`config.mk`:
```
export PLATFORM = sky130hd
export DESIGN_NAME = hcbp_packer
export DESIGN_NICKNAME = d
export VERILOG_FILES = /design/src/design/hcbp_pkg.sv /design/src/design/hcbp_packer.sv
export SDC_FILE = /design/constraint.sdc
export NUM_CORES = 1
export LEC_CHECK = 0
export BUFFER_PORTS_ARGS = -buffer_cell sky130_fd_sc_hd__buf_2
export CORE_MARGIN = 2
export CORE_UTILIZATION = 30
export CTS_BUF_LIST = sky130_fd_sc_hd__clkbuf_8
export DETAILED_ROUTE_END_ITERATION = 12
export SLEW_MARGIN = 20
export SYNTH_ARGS = -nofsm -noshare
export SYNTH_HDL_FRONTEND = slang
export SYNTH_SLANG_ARGS = --single-unit
```
`constraint.sdc`:
```
create_clock -name clk_i -period 12.91 [get_ports clk_i]
set_input_delay 3.873 -clock clk_i [delete_from_list [all_inputs] [get_ports clk_i]]
set_output_delay 3.873 -clock clk_i [all_outputs]
set_load 0.02 [all_outputs]
```
`src/design/hcbp_pkg.sv`:
```
// Shared constants and codes for the Huffman code bit packer.
package hcbp_pkg;

  localparam int MAX_CODE_LEN = 32;
  localparam int SYMBOL_COUNT = 256;

  localparam int FUNC_W       = 2;
  localparam int SYMBOL_W     = 8;
  localparam int CODE_VALUE_W = 32;
  localparam int CODE_LEN_W   = 6;
  localparam int BYTE_W       = 8;
  localparam int PEND_W       = 7;
  localparam int PEND_CNT_W   = 3;

  localparam int IN_TDATA_W   = ((SYMBOL_W + CODE_VALUE_W + CODE_LEN_W + 7) / 8) * 8;

  typedef enum logic [FUNC_W-1:0] {
    FUNC_LOAD   = 2'd0,
    FUNC_ENCODE = 2'd1,
    FUNC_FLUSH  = 2'd2
  } func_e;

endpackage

```
`src/design/hcbp_packer.sv`:
```
// Packing stage: merges a looked-up code with the pending bits into output bytes.
module hcbp_packer #(
  parameter int MAXL = hcbp_pkg::MAX_CODE_LEN,
  parameter int NB   = (MAXL + 7) / 8,
  parameter int LW   = $clog2(MAXL + 1)
) (
  input  logic                          clk_i,
  input  logic                          rst_ni,
  input  logic                          in_valid_i,
  output logic                          in_ready_o,
  input  hcbp_pkg::func_e               in_func_i,
  input  logic                          in_ok_i,
  input  logic [hcbp_pkg::CODE_VALUE_W-1:0] entry_value_i,
  input  logic [LW-1:0]                 entry_len_i,
  output logic                          grp_valid_o,
  input  logic                          grp_ready_i,
  output logic [NB*8-1:0]               grp_bytes_o,
  output logic [$clog2(NB+1)-1:0]       grp_count_o
);
  import hcbp_pkg::*;

  localparam int CW  = (NB + 1) * 8;
  localparam int TW  = $clog2(MAXL + 8);
  localparam int NBW = $clog2(NB + 1);
  localparam int EW  = MAXL + CODE_VALUE_W;

  logic                  s1_valid_q;
  func_e                 s1_func_q;
  logic                  s1_ok_q;
  logic [PEND_W-1:0]     pend_q, pend_d;
  logic [PEND_CNT_W-1:0] pcnt_q, pcnt_d;

  logic [LW-1:0]   clen;
  logic [EW-1:0]   code_ext;
  logic [MAXL-1:0] code_la;
  logic [CW-1:0]   comb;
  logic [TW-1:0]   total;
  logic [NBW-1:0]  nb;
  logic [PEND_W-1:0] enc_pend;
  logic            s1_fire;

  always_comb begin
    clen     = (32'(entry_len_i) > MAXL) ? LW'(MAXL) : entry_len_i;
    code_ext = EW'(entry_value_i) << (LW'(MAXL) - clen);
    code_la  = code_ext[MAXL-1:0];
    comb     = {pend_q, {(CW-PEND_W){1'b0}}} | ({code_la, {(CW-MAXL){1'b0}}} >> pcnt_q);
    total    = TW'(pcnt_q) + TW'(clen);
    nb       = NBW'(total >> 3);
    enc_pend = '0;
    for (int k = 0; k <= NB; k++) begin
      if (nb == NBW'(k)) begin
        enc_pend = comb[CW-1-8*k -: PEND_W];
      end
    end
  end

  always_comb begin
    grp_bytes_o = '0;
    grp_count_o = '0;
    pend_d      = pend_q;
    pcnt_d      = pcnt_q;
    case (s1_func_q)
      FUNC_ENCODE: begin
        if (s1_ok_q) begin
          for (int k = 0; k < NB; k++) begin
            grp_bytes_o[8*k +: 8] = comb[CW-1-8*k -: 8];
          end
          grp_count_o = nb;
          pend_d      = enc_pend;
          pcnt_d      = total[PEND_CNT_W-1:0];
        end
      end
      FUNC_FLUSH: begin
        grp_bytes_o[BYTE_W-1:0] = {pend_q, 1'b0};
        grp_count_o = (pcnt_q != '0) ? NBW'(1) : '0;
        pend_d      = '0;
        pcnt_d      = '0;
      end
      default: begin
      end
    endcase
  end

  assign grp_valid_o = s1_valid_q && (grp_count_o != '0);
  assign s1_fire     = s1_valid_q && ((grp_count_o == '0) || grp_ready_i);
  assign in_ready_o  = !s1_valid_q || s1_fire;

  always_ff @(posedge clk_i or negedge rst_ni) begin
    if (!rst_ni) begin
      s1_valid_q <= 1'b0;
      pend_q     <= '0;
      pcnt_q     <= '0;
    end else begin
      if (in_ready_o) begin
        s1_valid_q <= in_valid_i;
      end
      if (s1_fire) begin
        pend_q <= pend_d;
        pcnt_q <= pcnt_d;
      end
    end
  end

  always_ff @(posedge clk_i) begin
    if (in_valid_i && in_ready_o) begin
      s1_func_q <= in_func_i;
      s1_ok_q   <= in_ok_i;
    end
  end

  a_pend_low_clear: assert property (@(posedge clk_i) disable iff (!rst_ni)
    PEND_W'(pend_q << pcnt_q) == '0)
    else $error("pending bits below the count are not clear");

  a_grp_count_bound: assert property (@(posedge clk_i) disable iff (!rst_ni)
    grp_valid_o |-> (32'(grp_count_o) <= NB))
    else $error("byte group larger than the emitter holds");

  a_stall_holds: assert property (@(posedge clk_i) disable iff (!rst_ni)
    (s1_valid_q && !s1_fire) |=> (s1_valid_q && $stable(pend_q) && $stable(pcnt_q)))
    else $error("stalled packing stage lost its transaction or state");

endmodule

```
# ---- Word-level counts from Yosys, hierarchy flattened
# Index checks and enable logic that the tools add are counted.
dict set report totals {
  reg_bits 14
  output_inout_bits 37
  word_cells 46
}
dict set report op_classes {
  bitwise_logic 1
  n_addsub 2
  n_eq_ne 7
  mux 16
  n_shift 2
  n_reduce_logical 12
  order_cmp 1
}
# cell count
set ops {}
lappend ops {{2-to-1 mux 7 bit} 6}
lappend ops {{OR 40 bit} 1}
lappend ops {{>> shifter 40 x 3 -> 40 bit} 1}
lappend ops {{2-to-1 mux 32 bit} 1}
lappend ops {{left shift 32 x 6 -> 32 bit} 1}
lappend ops {{2-to-1 mux 24 bit} 1}
lappend ops {{case mux 8 bit (2 select lines)} 1}
lappend ops {{case mux 7 bit (2 select lines)} 1}
lappend ops {{case mux 3 bit (2 select lines)} 2}
lappend ops {{adder 3 x 6 -> 6 bit} 1}
lappend ops {{== test 3 x 2 -> 1 bit (second input constant)} 2}
lappend ops {{> comparator 6 bit (second input constant)} 1}
lappend ops {{logical NOT 3 bit} 2}
lappend ops {{2-to-1 mux 3 bit} 2}
lappend ops {{2-to-1 mux 6 bit} 1}
lappend ops {{nonzero test 3 bit} 2}
lappend ops {{subtractor 6 bit (first input constant)} 1}
lappend ops {{== test 3 x 1 -> 1 bit (second input constant)} 1}
lappend ops {{== test 3 bit (second input constant)} 1}
lappend ops {{logical AND 1 bit} 3}
lappend ops {{AND reduction 3 bit} 1}
lappend ops {{== test 2 x 1 -> 1 bit (second input constant)} 1}
lappend ops {{== test 2 bit (second input constant)} 1}
lappend ops {{logical OR 1 bit} 2}
lappend ops {{other kinds (4)} 4}

# ---- Longest topological paths before layout
dict set report depth {
  word_depth 13
  mapped_depth 21
  depth_no_buf 13
}

# ---- Least setup slack after synthesis
# OpenSTA, ideal clock, no wires.
dict set report synth_timing {
  kind {input-to-output}
  from {input port entry_len_i[0]}
  to {output port grp_bytes_o[1]}
  required_ns 9.037
  arrival_ns 8.001
  setup_slack_ns 1.036
  stages 19
  path_cell_list {buf_6 > nor2b_1 > buf_2 > inv_2 > buf_4 > buf_4 > buf_2 > ha_1 > buf_2 > buf_2 > mux2_2 > nor4_1 > nor2_1 > a222oi_1 > o22ai_2 > mux2_2 > mux4_2 > a22oi_1 > nor2_1}
}
dict set report synth_between {
  elab_chain_len 8
}
# element line_no
set synth_rtl {}
lappend synth_rtl {{start, declared} hcbp_packer.sv:14} ;# input logic [LW-1:0] entry_len_i,
lappend synth_rtl {{> comparator 6 bit} hcbp_packer.sv:43} ;# clen = (32'(entry_len_i) > MAXL) ? LW'(MAXL) : entry_len_i;
lappend synth_rtl {{2-to-1 mux 6 bit *} hcbp_packer.sv:43}
lappend synth_rtl {{subtractor 6 bit *} hcbp_packer.sv:44} ;# code_ext = EW'(entry_value_i) << (LW'(MAXL) - clen);
lappend synth_rtl {{left shift 32 x 6 -> 32 bit *} hcbp_packer.sv:44}
lappend synth_rtl {{>> shifter 40 x 3 -> 40 bit *} hcbp_packer.sv:46} ;# comb = {pend_q, {(CW-PEND_W){1'b0}}} | ({code_la, {(CW-MAXL){1'b0}}} >> pcnt_q);
lappend synth_rtl {{OR 40 bit *} hcbp_packer.sv:46}
lappend synth_rtl {{2-to-1 mux 32 bit *} hcbp_packer.sv:64} ;# if (s1_ok_q) begin
lappend synth_rtl {{case mux 8 bit (2 select lines) *} hcbp_packer.sv:62} ;# case (s1_func_q)
lappend synth_rtl {{end, declared} hcbp_packer.sv:17} ;# output logic [NB*8-1:0] grp_bytes_o,
# Mark *: on every way between the ends. The rest lies on a longest branch, timed or not.

# ---- Final worst setup path
dict set report layout_timing {
  from {input port entry_len_i[5]}
  to {output port grp_bytes_o[4]}
}
# The elaborated chain is that of the path after synthesis.

==> results.txt <==
Nets in the synthesized netlist -> 796
Internal reg-to-reg setup slack -> 8360 ps
Count of standard-cell rows -> 49
Cell type with the largest total area after synthesis -> sky130_fd_sc_hd__mux4_2
Number of library cell types mapped by synthesis -> 85
Buffers inserted during post-CTS setup optimization -> 0
Worst Min Path Start -> pend_q[4]$_DFFE_PN0P_
Worst Hold Endpoint -> pend_q[4]$_DFFE_PN0P_
Path type of the worst setup path -> in2out
Via count of the first global-routing pass -> 6077
Fin nets -> 829
Area occupied by multi-input gates -> 0.00481 mm2
Req. time, crit path -> 9040 ps
Gp weighted congestion -> 0.993
Post-synth EDFFs -> 3
Die ar. -> 0.0195 mm2
Worst hold path class -> reg2reg
Overall track demand over capacity in global routing -> 22.2%
Share of final-layout standard cells stronger than drive strength 1 -> 23.2%
Signal arrival time at the worst endpoint -> 8270 ps
Inserted Diodes -> 0
Share of the yosys chip area belonging to registers -> 6.61%
Count of boundary I/O pins -> 82
Wire length of the first global-routing pass -> 35.4 mm
Number of endpoints failing setup at the final stage -> 0
Run status -> finished, final reports clean
First-pass iteration count of the detailed router -> 8
Number of buffers added on ports -> 81
Final critical-path share of the clock period -> 94.1%
Ratio of routed vias to standard cells -> 6.54
Synthesis-stage register bit count -> 14
Dominant cells by area after synthesis -> sky130_fd_sc_hd__mux4_2 12%, sky130_fd_sc_hd__mux2i_1 8.5%, sky130_fd_sc_hd__mux2_2 5.5%
Final total negative setup slack -> 0 ps
Syn avg cell area -> 7.42 um2
Maximum number of pins on one net before global-route repair -> 59
Utilization of the core after routing -> 33.9%
Die outline width -> 140 um
Wire length per cell after detailed routing -> 22.5 um
Number of sinks driven by the clock tree -> 14
Floorplan Core Area -> 0.0180 mm2
Endpoints failing hold -> 0
Largest fanout on the critical path -> 23
Number of hold buffers added after cts -> 0
Yosys top cell area share -> 12.2%
DRC violations left -> 0
Top Family by Delay on Critical Path -> compound AO/OA/AOI/OAI gates
Cell with the biggest individual delay on the critical path -> sky130_fd_sc_hd__a221o_1
Final critical delay including setup and external delays -> 12140 ps
Combined flip-flop and latch cell area -> 365 um2
Count of cells resized by post-cts repair -> 0
Sum of overflow across all layers after global routing -> 0
Post-synthesis cell count -> 745
Largest stage delay on the critical path -> 680 ps
Setup Skew -> 0.848 ps
Max-Slew Margin vs Limit -> 23.8%
CTS tree -> done
Setup repair after global routing missed its margin -> false
Sort of element at the start of the critical path -> primary input
Most common cell in the netlist -> sky130_fd_sc_hd__nand2_1
Maximum vdd ir drop -> 0.0627 mV
Fraction of registers with async set/reset -> 78.6%
Top achievable clock speed -> 0.0823 GHz
Effective utilization at floorplan -> 30.7%
Most frequent CP cell -> sky130_fd_sc_hd__buf_2
Critical path cell sequence -> buf_2 > inv_1 > nand2_1 > ha_2 > nor4b_1 > a221o_1 > nand3_1 > o22ai_1 > o21ba_2 > a22oi_1 > o21ai_0 > or3_1 > a21oi_1 > buf_2
Ys flop type -> sky130_fd_sc_hd__dfrtp_1
Maximum root-to-sink buffer count -> 2
Maxcap violations -> 0
Crit. End Element -> output port
Leakage -> 2.40 nW
Via count -> 6576
Count of H-tree levels built during CTS -> 1
Final antenna-violating net count -> 0
Pre-CTS setup slack -> 856 ps
Post-synthesis cell area -> 0.00553 mm2
Total of warnings raised by yosys -> 0
Detailed Route WL -> 22.6 mm
Worst hold margin -> 578 ps
Final worst slack -> 766 ps
Layout area overhead -> 10.6%
Overall die height -> 140 um
Root buffer cell -> sky130_fd_sc_hd__clkbuf_8
Drt first-iter violations -> 1027
Worst path bufs/invs -> 3
Max Transition Viols Final -> 0
Worst Tran Pin Value -> 1130 ps
Reg2Reg Launch Point -> pcnt_q[1]$_DFFE_PN0P_
Later-pin clock latency in the skew report -> 240 ps
Initial antenna violation count -> 1
Reg2Reg Depth -> 14
Most instantiated cells after synthesis -> 74 x sky130_fd_sc_hd__nand2_1, 69 x sky130_fd_sc_hd__nor2_1, 47 x sky130_fd_sc_hd__mux2i_1, 46 x sky130_fd_sc_hd__a21oi_1, 45 x sky130_fd_sc_hd__nor3_1
Clock transition time at the flip-flop clock pins of the worst setup and hold paths -> 60 ps
P per Cell Area -> 124 mW/mm2
Capture point of the worst reg-to-reg path -> pend_q[2]$_DFFE_PN0P_
Fillers -> 1963
Detail Placement HPWL -> 17.5 mm
Worst hold path cell count -> 2
TritonCTS Buffers -> 3
==> worst register-to-register path: stages, from the launching register on <==
cell,delay (ps)
sky130_fd_sc_hd__dfrtp_1,330
sky130_fd_sc_hd__buf_4,360
sky130_fd_sc_hd__inv_1,80
sky130_fd_sc_hd__buf_4,270
sky130_fd_sc_hd__fa_1,490
sky130_fd_sc_hd__nor2b_1,180
sky130_fd_sc_hd__o21ai_0,220
sky130_fd_sc_hd__xnor2_1,260
sky130_fd_sc_hd__a211oi_1,340
sky130_fd_sc_hd__o221ai_1,150
sky130_fd_sc_hd__buf_4,240
sky130_fd_sc_hd__and2_1,210
sky130_fd_sc_hd__a2111o_1,390
sky130_fd_sc_hd__a2111oi_0,710
sky130_fd_sc_hd__a2bb2oi_1,160
==> stage by stage <==
stage	power, W	cell area [um2]	cells
3_5_place_dp	0.000698	6050	1002
2_1_floorplan	0.000523	5530	745
3_3_place_gp	0.000702	6050	1002
6_report	0.000756	6110	1006
4_1_cts	0.000739	6100	1006
5_1_grt	0.000809	6110	1006
==> state kept, by name, summed over array words and instances, names as in the netlist <==
signal and flops:
pcnt_q 3, s1_func_q 2, pend_q 7, s1_ok_q 1, s1_valid_q 1
==> kinds of logic after synthesis <==
family | share of synthesized area [%]
xor gates and xnor gates | 1.61
AOI/OAI and AO/OA | 30.6
and+or+nand+nor | 25.2
muxes | 27.7
DFF | 6.61
adders and majority gates | 1.49
buffers and inverters | 6.82
==> cell usage in the layout, fill, tap and decap left out, types with 7 or more instances in the layout <==
master / n
sky130_fd_sc_hd__a21oi_1: 46
sky130_fd_sc_hd__mux2_2: 27
sky130_fd_sc_hd__mux4_2: 30
sky130_fd_sc_hd__a211oi_1: 15
sky130_fd_sc_hd__nor3_1: 45
sky130_fd_sc_hd__mux2i_1: 47
sky130_fd_sc_hd__nand4_1: 8
sky130_fd_sc_hd__o31ai_1: 9
sky130_fd_sc_hd__o211ai_1: 18
sky130_fd_sc_hd__a22oi_1: 7
sky130_fd_sc_hd__nor2_1: 69
sky130_fd_sc_hd__and3_1: 10
sky130_fd_sc_hd__inv_1: 14
sky130_fd_sc_hd__buf_4: 19
sky130_fd_sc_hd__nand3_1: 25
sky130_fd_sc_hd__o21ai_0: 34
sky130_fd_sc_hd__o211a_1: 8
sky130_fd_sc_hd__dfrtp_1: 11
sky130_fd_sc_hd__a31oi_1: 13
sky130_fd_sc_hd__nand2_1: 74
sky130_fd_sc_hd__buf_2: 81
sky130_fd_sc_hd__and2_1: 10
==> final cells by class <==
class,instances,share of cell area (%)
multi-input combinational,644,78.7
timing repair buffer,100,8.97
sequential,14,5.98
tap,229,4.69
inverter,15,0.922
clock buffer,3,0.676
clock inverter,1,0.0615
==> how the worst max path moves through the flow <==
stage,endpoint,cells after the start,slack (ps),start
5_1_grt,grp_bytes_o[4],14,420,entry_len_i[5]
2_1_floorplan,grp_bytes_o[1],19,1040,entry_len_i[0]
4_1_cts,grp_bytes_o[3],14,860,entry_len_i[5]
3_3_place_gp,grp_bytes_o[3],14,880,entry_len_i[5]
3_5_place_dp,grp_bytes_o[3],14,860,entry_len_i[5]
6_report,grp_bytes_o[4],14,770,entry_len_i[5]
==> metal layers <==
| layer | share of wire [%] | up-vias | track usage, % |
|---|---|---|---|
| li1 | - | 2983 | - |
| met4 | 2.6 | 0 | 4.95 |
| met5 | 0 | - | 0 |
| met1 | 43 | 3083 | 33.3 |
| met3 | 11 | 49 | 4.03 |
| met2 | 43 | 461 | 33.1 |
==> power breakdown <==
part           switching [W]  internal, W  total (W)
Combinational       0.000428     0.000229   0.000657
Clock              0.0000154    0.0000210  0.0000364
Sequential        0.00000718    0.0000555  0.0000627
Note: power is estimated with default switching activity, not from simulation.
