===== config.mk =====
export PLATFORM = sky130hd
export DESIGN_NAME = hcbp_emitter
export DESIGN_NICKNAME = d
export VERILOG_FILES = /design/src/design/hcbp_pkg.sv /design/src/design/hcbp_emitter.sv
export SDC_FILE = /design/constraint.sdc
export NUM_CORES = 1
export LEC_CHECK = 0
export ABC_AREA = 1
export BUFFER_PORTS_ARGS = -buffer_cell sky130_fd_sc_hd__buf_2
export CORE_MARGIN = 2
export CORE_UTILIZATION = 40
export DETAILED_ROUTE_END_ITERATION = 7
export PLACE_DENSITY = 0.69
export SETUP_SLACK_MARGIN = 0.5
export SLEW_MARGIN = 10
export SYNTH_ARGS = -nofsm -noshare
export SYNTH_HDL_FRONTEND = slang
export SYNTH_SLANG_ARGS = --single-unit

===== constraint.sdc =====
create_clock -name clk_i -period 2.2 [get_ports clk_i]
set_input_delay 0.44 -clock clk_i [delete_from_list [all_inputs] [get_ports clk_i]]
set_output_delay 0.44 -clock clk_i [all_outputs]
set_load 0.03 [all_outputs]

===== src/design/hcbp_pkg.sv =====
// Shared constants and codes for the Huffman code bit packer.
package hcbp_pkg;

  localparam int MAX_CODE_LEN = 32;
  localparam int SYMBOL_COUNT = 256;

  localparam int FUNC_W       = 2;
  localparam int SYMBOL_W     = 8;
  localparam int CODE_VALUE_W = 32;
  localparam int CODE_LEN_W   = 6;
  localparam int BYTE_W       = 8;
  localparam int PEND_W       = 7;
  localparam int PEND_CNT_W   = 3;

  localparam int IN_TDATA_W   = ((SYMBOL_W + CODE_VALUE_W + CODE_LEN_W + 7) / 8) * 8;

  typedef enum logic [FUNC_W-1:0] {
    FUNC_LOAD   = 2'd0,
    FUNC_ENCODE = 2'd1,
    FUNC_FLUSH  = 2'd2
  } func_e;

endpackage


===== src/design/hcbp_emitter.sv =====
// Output buffer: holds one group of packed bytes and sends them one per transaction.
module hcbp_emitter #(
  parameter int NB = (hcbp_pkg::MAX_CODE_LEN + 7) / 8
) (
  input  logic                       clk_i,
  input  logic                       rst_ni,
  input  logic                       grp_valid_i,
  output logic                       grp_ready_o,
  input  logic [NB*8-1:0]            grp_bytes_i,
  input  logic [$clog2(NB+1)-1:0]    grp_count_i,
  output logic                       m_axis_tvalid_o,
  input  logic                       m_axis_tready_i,
  output logic [hcbp_pkg::BYTE_W-1:0] m_axis_tdata_o,  // out_byte[7:0]
  output logic                       m_axis_tlast_o    // last_of_run
);
  import hcbp_pkg::*;

  localparam int NBW = $clog2(NB + 1);

  logic [NB*8-1:0] bytes_q;
  logic [NBW-1:0]  rem_q;
  logic            m_fire;
  logic            load;

  assign m_axis_tvalid_o = (rem_q != '0);
  assign m_axis_tdata_o  = bytes_q[BYTE_W-1:0];
  assign m_axis_tlast_o  = (rem_q == NBW'(1));
  assign m_fire          = m_axis_tvalid_o && m_axis_tready_i;
  assign grp_ready_o     = (rem_q == '0) || (m_axis_tlast_o && m_axis_tready_i);
  assign load            = grp_valid_i && grp_ready_o;

  always_ff @(posedge clk_i or negedge rst_ni) begin
    if (!rst_ni) begin
      rem_q <= '0;
    end else if (load) begin
      rem_q <= grp_count_i;
    end else if (m_fire) begin
      rem_q <= rem_q - NBW'(1);
    end
  end

  always_ff @(posedge clk_i) begin
    if (load) begin
      bytes_q <= grp_bytes_i;
    end else if (m_fire) begin
      bytes_q <= bytes_q >> BYTE_W;
    end
  end

  a_drain_idle: assert property (@(posedge clk_i) disable iff (!rst_ni)
    (m_fire && m_axis_tlast_o && !load) |=> !m_axis_tvalid_o)
    else $error("output still valid after the final byte of a group");

  a_load_count: assert property (@(posedge clk_i) disable iff (!rst_ni)
    load |=> (rem_q == $past(grp_count_i)))
    else $error("byte count not taken from the loaded group");

endmodule


* After elaboration in Yosys (flattened, before gate mapping)
Cells that the tools add are included.
** Word-level totals
- Flip-flop bits (word level) :: 35
- Bits in latches :: 0
- Bits in writable memories :: 0
- ROM bits :: 0
- Bits of input ports :: 39
- Word-level logic and storage cells :: 15
- Memories :: 0
** Operators by class
- Add/sub/neg operators :: 1
- Multipliers :: 0
- Div/mod/pow operators :: 0
- Magnitude comparators :: 0
- Eq/ne operators :: 1
- Shift operators :: 0
- Muxes and demuxes :: 4
- Bitwise gates (word level) :: 0
- Reduce and logical (&&, ||, !) cells :: 7
** Operator list (count)
- $mux W32 :: 2
- $mux W3 :: 2
- $eq A3 B1 Y1 const B :: 1
- $logic_and A1 B1 Y1 :: 3
- $logic_not A3 Y1 :: 1
- $reduce_bool A3 Y1 :: 1
- $sub A3 B1 Y3 const B :: 1
- $reduce_bool A2 Y1 :: 1
- $logic_or A1 B1 Y1 :: 1

* Logic depth before layout (Yosys ltp)
Gate-level depths: netlist of the first run.
- Depth after elaboration :: 5
- Gate-level depth with buffers :: 8

* Worst setup path after synthesis of the first run
No wires, ideal clock.
- Path type :: reg-to-reg
- From :: register rem_q[0]
- To :: register bytes_q[0] (enable)
- Setup time :: 0.376 ns
- Arrival time :: 1.376 ns
- Required time :: 1.824 ns
- Slack :: 0.448 ns
- Stages on the path, launching flop included :: 6
- Path buffers :: 0
- Clock period less this slack :: 1.752 ns
- Cells stage by stage :: dfrtp_1 > inv_1 > ha_1 > nand2_4 > nand2_1 > nand2_2
** On the way
- Elaborated cells on any way between the ends :: 8
** RTL lines
- start: declaration :: RTL line hcbp_emitter.sv:21 : logic [NBW-1:0] rem_q;
- start signal: assignment :: RTL line hcbp_emitter.sv:36 : rem_q <= grp_count_i;
- start signal: assignment :: RTL line hcbp_emitter.sv:38 : rem_q <= rem_q - NBW'(1);
- $reduce_bool A3 Y1 :: RTL line hcbp_emitter.sv:25 : assign m_axis_tvalid_o = (rem_q != '0);
- named net m_axis_tvalid_o :: RTL line hcbp_emitter.sv:11 : output logic m_axis_tvalid_o,
- $logic_and A1 B1 Y1 :: RTL line hcbp_emitter.sv:28 : assign m_fire = m_axis_tvalid_o && m_axis_tready_i;
- $reduce_bool A2 Y1 (no line)
- end signal: assignment :: RTL line hcbp_emitter.sv:44 : bytes_q <= grp_bytes_i;
- end signal: assignment :: RTL line hcbp_emitter.sv:46 : bytes_q <= bytes_q >> BYTE_W;
- end: declaration :: RTL line hcbp_emitter.sv:20 : logic [NB*8-1:0] bytes_q;
The timed path passes the listed nets, and every way through them passes these cells.
A chain may end at the register's enable or synchronous reset.

* Final worst setup path of the first run
- From :: register rem_q[0]
- To :: output grp_ready_o
** On the way
- Cells in the longest elaborated chain, start to end :: 3
- Elaborated cells on any way between the ends :: 4
** RTL lines
- $eq A3 B1 Y1 :: RTL line hcbp_emitter.sv:27 : assign m_axis_tlast_o = (rem_q == NBW'(1));
- $logic_and A1 B1 Y1 :: RTL line hcbp_emitter.sv:29 : assign grp_ready_o = (rem_q == '0) || (m_axis_tlast_o && m_axis_tready_i);
- $logic_or A1 B1 Y1 (*) :: RTL line hcbp_emitter.sv:29
- end: declaration :: RTL line hcbp_emitter.sv:8 : output logic grp_ready_o,
Every way passes the cells marked *; elsewhere a longest branch is shown, timed or not.

==> results of run 1 <==
kinds of logic (layout without fill, tap and decap cells):
family / count (synthesis) / in the layout / synth area share (%)
adder cells (fa/ha/maj): 3 / 3 / 2.03
AND/OR/NAND/NOR: 103 / 103 / 30.0
flip-flops: 35 / 35 / 56.0
XOR/XNOR: 1 / 1 / 0.473
buffers and inverters: 32 / 81 / 11.5
report_power, final:
group	internal, uW	switching, uW	total (uW)
clock network	215	207	423
registers	1190	87.8	1280
logic	512	944	1460
worst max-delay path, delay by kind of cell, from the launching register on:
kind | cells | cell delay, ps
flip-flops | 1 | 410
buffers and inverters | 2 | 270
adder cells (fa/ha/maj) | 1 | 160
AND/OR/NAND/NOR | 2 | 150
placed cells by master (no fill, tap or decap), types with 2 or more instances in the layout:
cell,count
nor2_1,9
nand2_1,55
ha_4,2
nand2_8,3
clkbuf_8,5
buf_2,46
clkinv_1,2
buf_4,9
nand3_1,15
edfxtp_1,32
inv_1,12
buf_6,2
nand3_2,19
inv_2,3
dfrtp_1,3
worst max path at each step:
stage	startpoint	depth (start not counted)	slack [ps]	end
final	rem_q[0]$_DFFE_PN0P_	5	490	grp_ready_o
after global routing	rem_q[0]$_DFFE_PN0P_	5	430	grp_ready_o
after CTS	rem_q[0]$_DFFE_PN0P_	5	500	grp_ready_o
after detailed placement	grp_valid_i	3	500	bytes_q[26]$_SDFFCE_PN0P_
after global placement	grp_valid_i	3	560	bytes_q[27]$_SDFFCE_PN0P_
after floorplan	rem_q[0]$_DFFE_PN0P_	6	590	grp_ready_o
sequential cells by signal, indices dropped and copies added, names as in the netlist:
signal	cells
bytes_q	32
rem_q	3
stage by stage:
step / cell area [sq um] / total power, uW / setup slack [ps] / hold WS (ps)
6_report: 2230 / 3150 / 494 / 455
5_1_grt: 2230 / 3400 / 427 / 458
4_1_cts: 2190 / 3090 / 495 / 447
3_5_place_dp: 2020 / 2500 / 498 / 246
3_3_place_gp: 2020 / 2480 / 557 / 244
2_1_floorplan: 1860 / 2460 / 593 / 144
layout make-up:
| type | count | share of cell area [%] |
|---|---|---|
| Sequential cell | 35 | 46.4 |
| Multi-Input combinational cell | 107 | 29.8 |
| Timing Repair Buffer | 58 | 14.8 |
| Clock buffer | 6 | 3.25 |
| Tap cell | 52 | 2.91 |
| Inverter | 15 | 2.52 |
| Clock inverter | 2 | 0.336 |
metal layers:
metal	up-vias	GRT usage [%]	part of all wire (%)
li1	657	-	-
met1	545	14.8	41
met2	48	23.8	49
met3	9	5.00	7.9
met4	0	8.60	2.9
met5	-	0	0
repair_timing:
action,CTS,global route
gates cloned,0,0
endpoints found under the hold margin,3,0
endpoints found under the setup margin,26,70
resized for setup,9,8
setup buffers,5,1
hold buffers,1,0
pin swaps,2,1
==> reports/qor.yml, run 1 <==
outcome:
  status: "finished clean"
worst_setup_path:
  critPathCaptureType: "output pin"
  path_max_fanout: 3
  r2r_cells: 8
  critPathLaunchType: "register"
  crit_chain: "buf_6 > ha_4 > nand3_4 > nand2_8 > buf_6"
  cpPeakStageDelay_ps: 410
  cpMostUsedCell: "buf_6"
  ff2ff_setup_slack_ps: 580
  cp.arrival_ps: 1270
  r2r-start: "rem_q[0]$_DFFE_PN0P_"
  timing.rr.end: "bytes_q[0]$_DFFE_PP_"
  crit_type: "reg2out"
  crit_required_ps: 1760
  cp_slowest_cell: "dfrtp_1"
worst_hold_path:
  hold_depth: 3
  hold_end: "bytes_q[25]$_SDFFCE_PN0P_"
  hp-class: "in2reg"
  hold_start: "grp_bytes_i[25]"
floorplanning:
  core.rowCount: 24
  chipHeight_um: 72.0
  dieArea_sq_um: 5190
  start_util_pct: 41.9
  core_sq_um: 4410
  ios: 50
  die_w_um: 72.0
global_route:
  antenna_found_initial: 0
  grt_pass1_wl_um: 5330
  gr-total-overflow: 0
  grt_start_max_net_pins: 36
  grt.total_usage_pct: 14.0
  first_global_vias: 1220
yosys:
  synth_top_cell_area_share_pct: 51.9
  ys_seq_area_share_pct: 56.0
  yosysWarnings: 0
  syn_area_sq_um: 1850
  yosys.area.top_type: "edfxtp_1"
  async_reset_ff_share_pct: 8.57
  synth_most_common_cell: "nand2_1"
  synth_cell_types: 15
  ys.flop_type: "edfxtp_1"
  synthCells: 174
  synth_edf_count: 32
  ys_ff_latch: 35
  avgSynthCellArea_sq_um: 10.6
  syn-num-nets: 216
  synth.area.top_cells: "edfxtp_1, nand2_1, nand3_2"
  yosys-top-cells-count: "nand2_1, edfxtp_1, nand3_2"
finish:
  final-seq-area_sq_um: 1040
  antenna_cells: 0
  drive_gt1_share_pct: 40.8
  instances_no_fill: 275
  area_delta_synth_final_pct: 20.7
  fin_nets: 264
  fillers: 424
  multi_input_area_sq_um: 666
  finalCoreUtilization_pct: 50.6
routing:
  firstDrtPassIters: 4
  drc: 0
  vias_per_cell: 4.58
  vias: 1259
  routed_wl_um: 3220
  avgRoutedWirePerCell_um: 11.7
  dr.first_iter.drc_count: 66
  ant_nets: 0
placement:
  gp_routability_congestion: 0.682
  dpl.hpwl_um: 1990
  dp.cells: 260
  numPortBuffers: 49
clocking:
  clkTransAtPathRegs_ps: 60
  numCtsBuffers: 5
  htreeDepth: 2
  cts_root_buffer: "clkbuf_8"
  clock_latency_ps: 280
  cts.sinks: 35
  tritoncts: "yes"
  clock_path_buffers: 2
timing:
  tightest_slew_ps: 325
  fmax_mhz: 586
  tns_ps: 0
  final.period_utilization_pct: 77.6
  hold_viol: 0
  finalCriticalPeriod_ps: 1710
  maxSlewHeadroom_pct: 78.3
  setup_violations: 0
  finalMaxSlewViolations: 0
  finClkSkew_ps: 5.91
  rsz0062_at_grt: "yes"
job:
  cap_violations: 0
power:
  ir_drop_uv: 409
  p_leak_uw: 0.00104
  powerDensity_nw_per_um2: 1410
No activity file was read; power rests on OpenSTA's default activity.
==> run 2: changes to the inputs <==
- clock period: 2.2 -> 1.8 ns (I/O delays scaled with it)
==> run 2 against run 1 <==
Power rose by 38%. Sequential cell count unchanged. Final area rose by 11%. Utilization is 5.3 points higher. Highest routed layer is now met3.
==> reports/qor.yml, run 2 (same netlist as run 1, synthesis figures left out) <==
worst_setup_path:
  crit_chain: "inv_2 > ha_4 > nand3_4 > nand2_4 > buf_6"
  critPathLaunchType: "register"
  cpPeakStageDelay_ps: 390  # -20 ps
  path_max_fanout: 3  # unchanged
  crit_required_ps: 1440  # -320 ps
  cp_slowest_cell: "dfrtp_1"
  cp.arrival_ps: 1240  # -30 ps
  crit_buf_inv: 2  # unchanged
  crit_type: "reg2out"
  critPathTopFamily: "flip-flops"
  critPathCaptureType: "output pin"
clocking:
  clock_latency_ps: 280  # about the same
  clock_path_buffers: 2  # unchanged
  clkTransAtPathRegs_ps: 70  # about the same
  tritoncts: "yes"
  cts_root_buffer: "clkbuf_8"
  numCtsBuffers: 5  # unchanged
  htreeDepth: 2  # unchanged
  cts.sinks: 35  # unchanged
power:
  combinationalPowerShare_pct: 51.2  # +5.0 points
  intPower_uw: 2560  # +34%
  p_seq_share_pct: 36.3  # -4.1 points
  powerDensity_nw_per_um2: 1760  # +24%
  swShare_pct: 41.0  # +1.7 points
  p_sw_uw: 1780  # +44%
  p_leak_uw: 0.00112  # +8.2%
  p_clk_share_pct: 12.6  # -0.8 points
  ir_drop_uv: 769  # +88%
placement:
  post-place-ws_ps: 189  # -309 ps
  dpl.hpwl_um: 2100  # +5.6%
  gp_routability_congestion: 0.669  # -2.0%
  numPortBuffers: 49  # unchanged
routing:
  vias_per_cell: 4.80  # +4.9%
  drc: 0  # unchanged
  dr.first_iter.drc_count: 69  # +4.5%
  routed_wl_um: 3820  # +18%
  ant_nets: 0  # unchanged
  vias: 1388  # +10%
  firstDrtPassIters: 4  # unchanged
  avgRoutedWirePerCell_um: 13.2  # +13%
global_route:
  antenna_found_initial: 0  # unchanged
  gr-total-overflow: 0  # unchanged
  grt_pass1_wl_um: 5870  # +10%
  grt.total_usage_pct: 15.2  # +1.2 points
  first_global_vias: 1310  # +7.4%
  grt_start_max_net_pins: 28  # -22%
finish:
  drive_gt1_share_pct: 47.7  # +6.9 points
  final_common_cell: "nand2_1"
  reg_top3: "bytes_q: 32 flops, rem_q: 3 flops"
  fin_nets: 278  # +5.3%
  area_delta_synth_final_pct: 33.4
  layout_common_cells: "nand2_1, buf_2, edfxtp_1"
  antenna_cells: 0  # unchanged
  largest-register: "bytes_q"
  largest_reg_flops: 32  # unchanged
timing:
  finClkSkew_ps: 5.44  # -0.474 ps
  final.period_utilization_pct: 88.9
  hold_viol: 0  # unchanged
  fin_ws_ps: 200  # -294 ps
  finalCriticalPeriod_ps: 1600
  rsz0062_at_grt: "yes"
  tightest_slew_ps: 375  # +49.5 ps
  finalMaxSlewViolations: 0  # unchanged
  tns_ps: 0  # unchanged
  maxSlewHeadroom_pct: 75.0  # -3.2 points
  fmax_mhz: 625
  setup_violations: 0  # unchanged
floorplanning:
  core.rowCount: 24  # unchanged
  core_sq_um: 4410  # unchanged
  ios: 50  # unchanged
  dieArea_sq_um: 5190  # unchanged
  die_w_um: 72.0  # unchanged
  chipHeight_um: 72.0  # unchanged
  start_util_pct: 41.9  # unchanged
job:
  cap_violations: 0  # unchanged
outcome:
  status: "finished clean"
worst_hold_path:
  hp-class: "in2reg"
run 2: metrics by stage:
stage	std cells	utilization (%)	instance area, sq um	hold WS [ps]	power [uW]
after floorplan	174	-	1920	64.4	3120
after global placement	261	47.2	2080	160	3160
after detailed placement	261	47.2	2080	160	3200
after CTS	283	53.4	2360	366	4140
after global routing	289	55.9	2470	376	4630
final	289	55.9	2470	376	4340
run 2: layout make-up:
class                      count  area [sq um]
clock buffer                   6          72.6
clock inverter                 2          12.5
fill                         374          1950
inverter                      15          56.3
multi-input combinational    115           818
sequential                    35          1040
tap                           52          65.1
timing repair buffer          64           407
run 2: layer usage:
metal  global-route usage, %  vias to the layer above  share of wire [%]  routed length, um
li1                        -                      702                  -                  -
met1                    17.0                      624                 42               1600
met2                    27.1                       62                 51               1930
met3                    5.97                        0                7.3                279
met4                    3.98                        0                  0                  0
met5                       0                        -                  0                  0
run 2: worst paths after layout:
kind | from | endpoint | cells past startpoint | slack (ps)
worst min register to register | bytes_q[28]$_SDFFCE_PN0P_ | bytes_q[20]$_DFFE_PP_ | 2 | 510
worst max-delay path | rem_q[1]$_DFFE_PN0P_ | grp_ready_o | 5 | 200
max in group asynchronous | rst_ni | rem_q[0]$_DFFE_PN0P_ | 2 | 1270
min in group asynchronous | rst_ni | rem_q[2]$_DFFE_PN0P_ | 2 | 400
worst max register to register | rem_q[0]$_DFFE_PN0P_ | bytes_q[17]$_DFFE_PP_ | 9 | 220
worst min-delay path | grp_bytes_i[31] | bytes_q[31]$_SDFFCE_PN0P_ | 3 | 380
run 2: repair_timing:
item                                    CTS  global route
buffers inserted                          9             2
cloned                                    4             4
endpoints found under the setup margin   70            70
pin swaps                                 3             3
hold endpoints to repair                  3             0
hold buffers                              1             0
gates resized for setup                  13            11
run 2: power groups by stage:
stage               clock (uW)  combinational, uW  sequential [uW]
floorplan                    0               1560             1560
global route               601               2420             1610
CTS                        554               2020             1570
global placement             0               1580             1570
detailed placement           0               1620             1590
finish                     546               2220             1570
run 2: worst reg2reg max path, stage by stage, from the launching register on:
cell and delay [ps]:
dfrtp_2 410, inv_2 60, ha_4 180, nand2_8 70
nand2_4 60, buf_6 150, buf_4 160, buf_8 140
nand3_2 60, nand2_1 60
==> run 3: changes to the inputs <==
- CORE_UTILIZATION: 40 -> 52
- CTS_BUF_LIST: unset -> sky130_fd_sc_hd__clkbuf_16
- GPL_TIMING_DRIVEN: unset -> 0
- PLACE_DENSITY: 0.69 -> 0.84
==> run 3 against run 2 <==
Clock skew up 2.0 ps. Via count up 11%. Maximum frequency down 11%. Largest power group unchanged. The flow now finishes with violations (negative setup slack). Routed wire length up 25%.
==> reports/qor.yml, run 3 (same netlist as run 1, synthesis figures left out) <==
power:
  p_sw_uw: 2020  # +14%
  finalPower_uw: 5310  # +23%
  p_seq_share_pct: 30.1  # -6.2 points
  powerDensity_nw_per_um2: 1900  # +8.3%
  swShare_pct: 38.0  # -3.0 points
  p_clk_share_pct: 15.1  # +2.5 points
  intPower_uw: 3290  # +29%
  ir_drop_uv: 952  # +24%
  combinationalPowerShare_pct: 54.8  # +3.6 points
  p_leak_uw: 0.00129  # +15%
finish:
  layout_common_cells: "nand2_1, buf_2, edfxtp_1"
  antenna_cells: 0  # unchanged
  reg_top3: "bytes_q: 32 flops, rem_q: 3 flops"
  drive_gt1_share_pct: 52.1  # +4.5 points
  largest_reg_flops: 32  # unchanged
  final_common_cell: "nand2_1"
  final-seq-area_sq_um: 1040  # unchanged
  instances_no_fill: 303  # +4.8%
  fin_nets: 298  # +7.2%
  fillers: 179  # -52%
  area_delta_synth_final_pct: 51.0
  finalCoreUtilization_pct: 82.4  # +27 points
  multi_input_area_sq_um: 821  # +0.31%
  largest-register: "bytes_q"
worst_hold_path:
  hp-class: "in2reg"
routing:
  firstDrtPassIters: 4  # unchanged
  vias: 1540  # +11%
  vias_per_cell: 5.08  # +5.8%
  drc: 0  # unchanged
  ant_nets: 0  # unchanged
  dr.first_iter.drc_count: 83  # +20%
  routed_wl_um: 4790  # +25%
  avgRoutedWirePerCell_um: 15.8  # +20%
clocking:
  cts.sinks: 35  # unchanged
  clkTransAtPathRegs_ps: 50  # -20 ps
  tritoncts: "yes"
  cts_root_buffer: "clkbuf_16"
  htreeDepth: 2  # unchanged
  clock_latency_ps: 280  # about the same
  numCtsBuffers: 5  # unchanged
  clock_path_buffers: 2  # unchanged
timing:
  maxSlewHeadroom_pct: 83.9  # +8.8 points
  finalCriticalPeriod_ps: 1800  # +201 ps
  final.period_utilization_pct: 100  # +11 points
  tns_ps: -1.09  # -1.09 ps
  finClkSkew_ps: 7.45  # +2.01 ps
  tightest_slew_ps: 241  # -133 ps
  fin_ws_ps: -1.09  # -201 ps
  hold_viol: 0  # unchanged
  fmax_mhz: 555  # -11%
  rsz0062_at_grt: "yes"
  setup_violations: 1  # +1
  finalMaxSlewViolations: 0  # unchanged
global_route:
  grt_start_max_net_pins: 18  # -36%
  grt_pass1_wl_um: 6150  # +4.9%
  first_global_vias: 1338  # +2.1%
  gr-total-overflow: 0  # unchanged
  grt.total_usage_pct: 20.2  # +5.0 points
  antenna_found_initial: 0  # unchanged
floorplanning:
  core_sq_um: 3390  # -23%
  start_util_pct: 54.6  # +13 points
  dieArea_sq_um: 4050  # -22%
  chipHeight_um: 63.7  # -12%
  die_w_um: 63.7  # -12%
  core.rowCount: 21  # -13%
  ios: 50  # unchanged
placement:
  dpl.hpwl_um: 2080  # -0.54%
  numPortBuffers: 49  # unchanged
  gp_routability_congestion: 0.863  # +29%
  dp.cells: 269  # +3.1%
outcome:
  status: "complete, but fails checks"
  violations: "negative setup slack"
job:
  cap_violations: 0  # unchanged
worst_setup_path:
  critPathLaunchType: "register"
  cp.arrival_ps: 1440  # +200 ps
  crit_type: "reg2out"
  crit_required_ps: 1440  # about the same
  critPathCaptureType: "output pin"
  path_max_fanout: 4  # +1
run 3: cell types whose count changed in the layout (fill, tap and decap cells not counted), moves of 4 or more:
cell,previous run,this run
buf_2,47,38
buf_4,7,22
buf_6,7,19
clkbuf_16,0,5
clkbuf_8,5,0
nand2_4,6,2
run 3: per-layer routing:
layer | routed length (um) | GRT usage, % | up-vias
met4 | 183 | 7.07 | 0
met3 | 397 | 8.04 | 18
met1 | 1740 | 24.1 | 697
li1 | - | - | 738
met5 | 0 | 0 | -
met2 | 2470 | 33.0 | 87
run 3: power groups by stage:
| stage | Combinational (uW) | Sequential [uW] | Clock (uW) |
|---|---|---|---|
| floorplan | 1560 | 1560 | 0 |
| global placement | 1880 | 1570 | 0 |
| detailed placement | 1910 | 1590 | 0 |
| CTS | 2300 | 1580 | 801 |
| global route | 3120 | 1630 | 823 |
| finish | 2910 | 1600 | 801 |
run 3: critical path, stage by stage (launching register included):
cell and delay [ps]:
dfrtp_2 440, inv_2 100, ha_4 180, nand2_8 60
nand2_4 70, buf_8 110, buf_12 90, buf_8 110
run 3: path summary, 6_finish.rpt:
check	slack, ps	depth (start not counted)	start	to
min	380	3	grp_bytes_i[28]	bytes_q[28]$_SDFFCE_PN0P_
max in group asynchronous	1240	2	rst_ni	rem_q[0]$_DFFE_PN0P_
min reg2reg	500	2	bytes_q[19]$_DFFE_PP_	bytes_q[11]$_DFFE_PP_
max	-1	7	rem_q[0]$_DFFE_PN0P_	grp_ready_o
min in group asynchronous	430	2	rst_ni	rem_q[2]$_DFFE_PN0P_
max reg2reg	120	10	rem_q[0]$_DFFE_PN0P_	rem_q[0]$_DFFE_PN0P_
run 3: per-stage QoR:
stage	setup WS [ps]	area, sq um	hold WS (ps)
after floorplan	341	1920	64.4
after global placement	99.0	2220	160
after detailed placement	85.4	2220	160
after CTS	-18.3	2520	380
after global routing	-36.5	2790	401
final	-1.09	2790	378
run 3: cell type report:
cell class	count	share of cell area (%)
Buffer	17	6.27
Tap cell	46	2.06
Inverter	15	2.02
Timing Repair Buffer	69	18.2
Multi-Input combinational cell	113	29.4
Clock inverter	3	0.448
Sequential cell	35	37.1
Clock buffer	5	4.48
run 3: what timing repair did:
item | in CTS | in global routing
endpoints found under the setup margin | 71 | 78
resized for setup | 18 | 38
setup buffers | 7 | 10
pin swaps | 2 | 5
hold buffers | 1 | 0
cloned | 4 | 4
hold endpoints to repair | 3 | 0
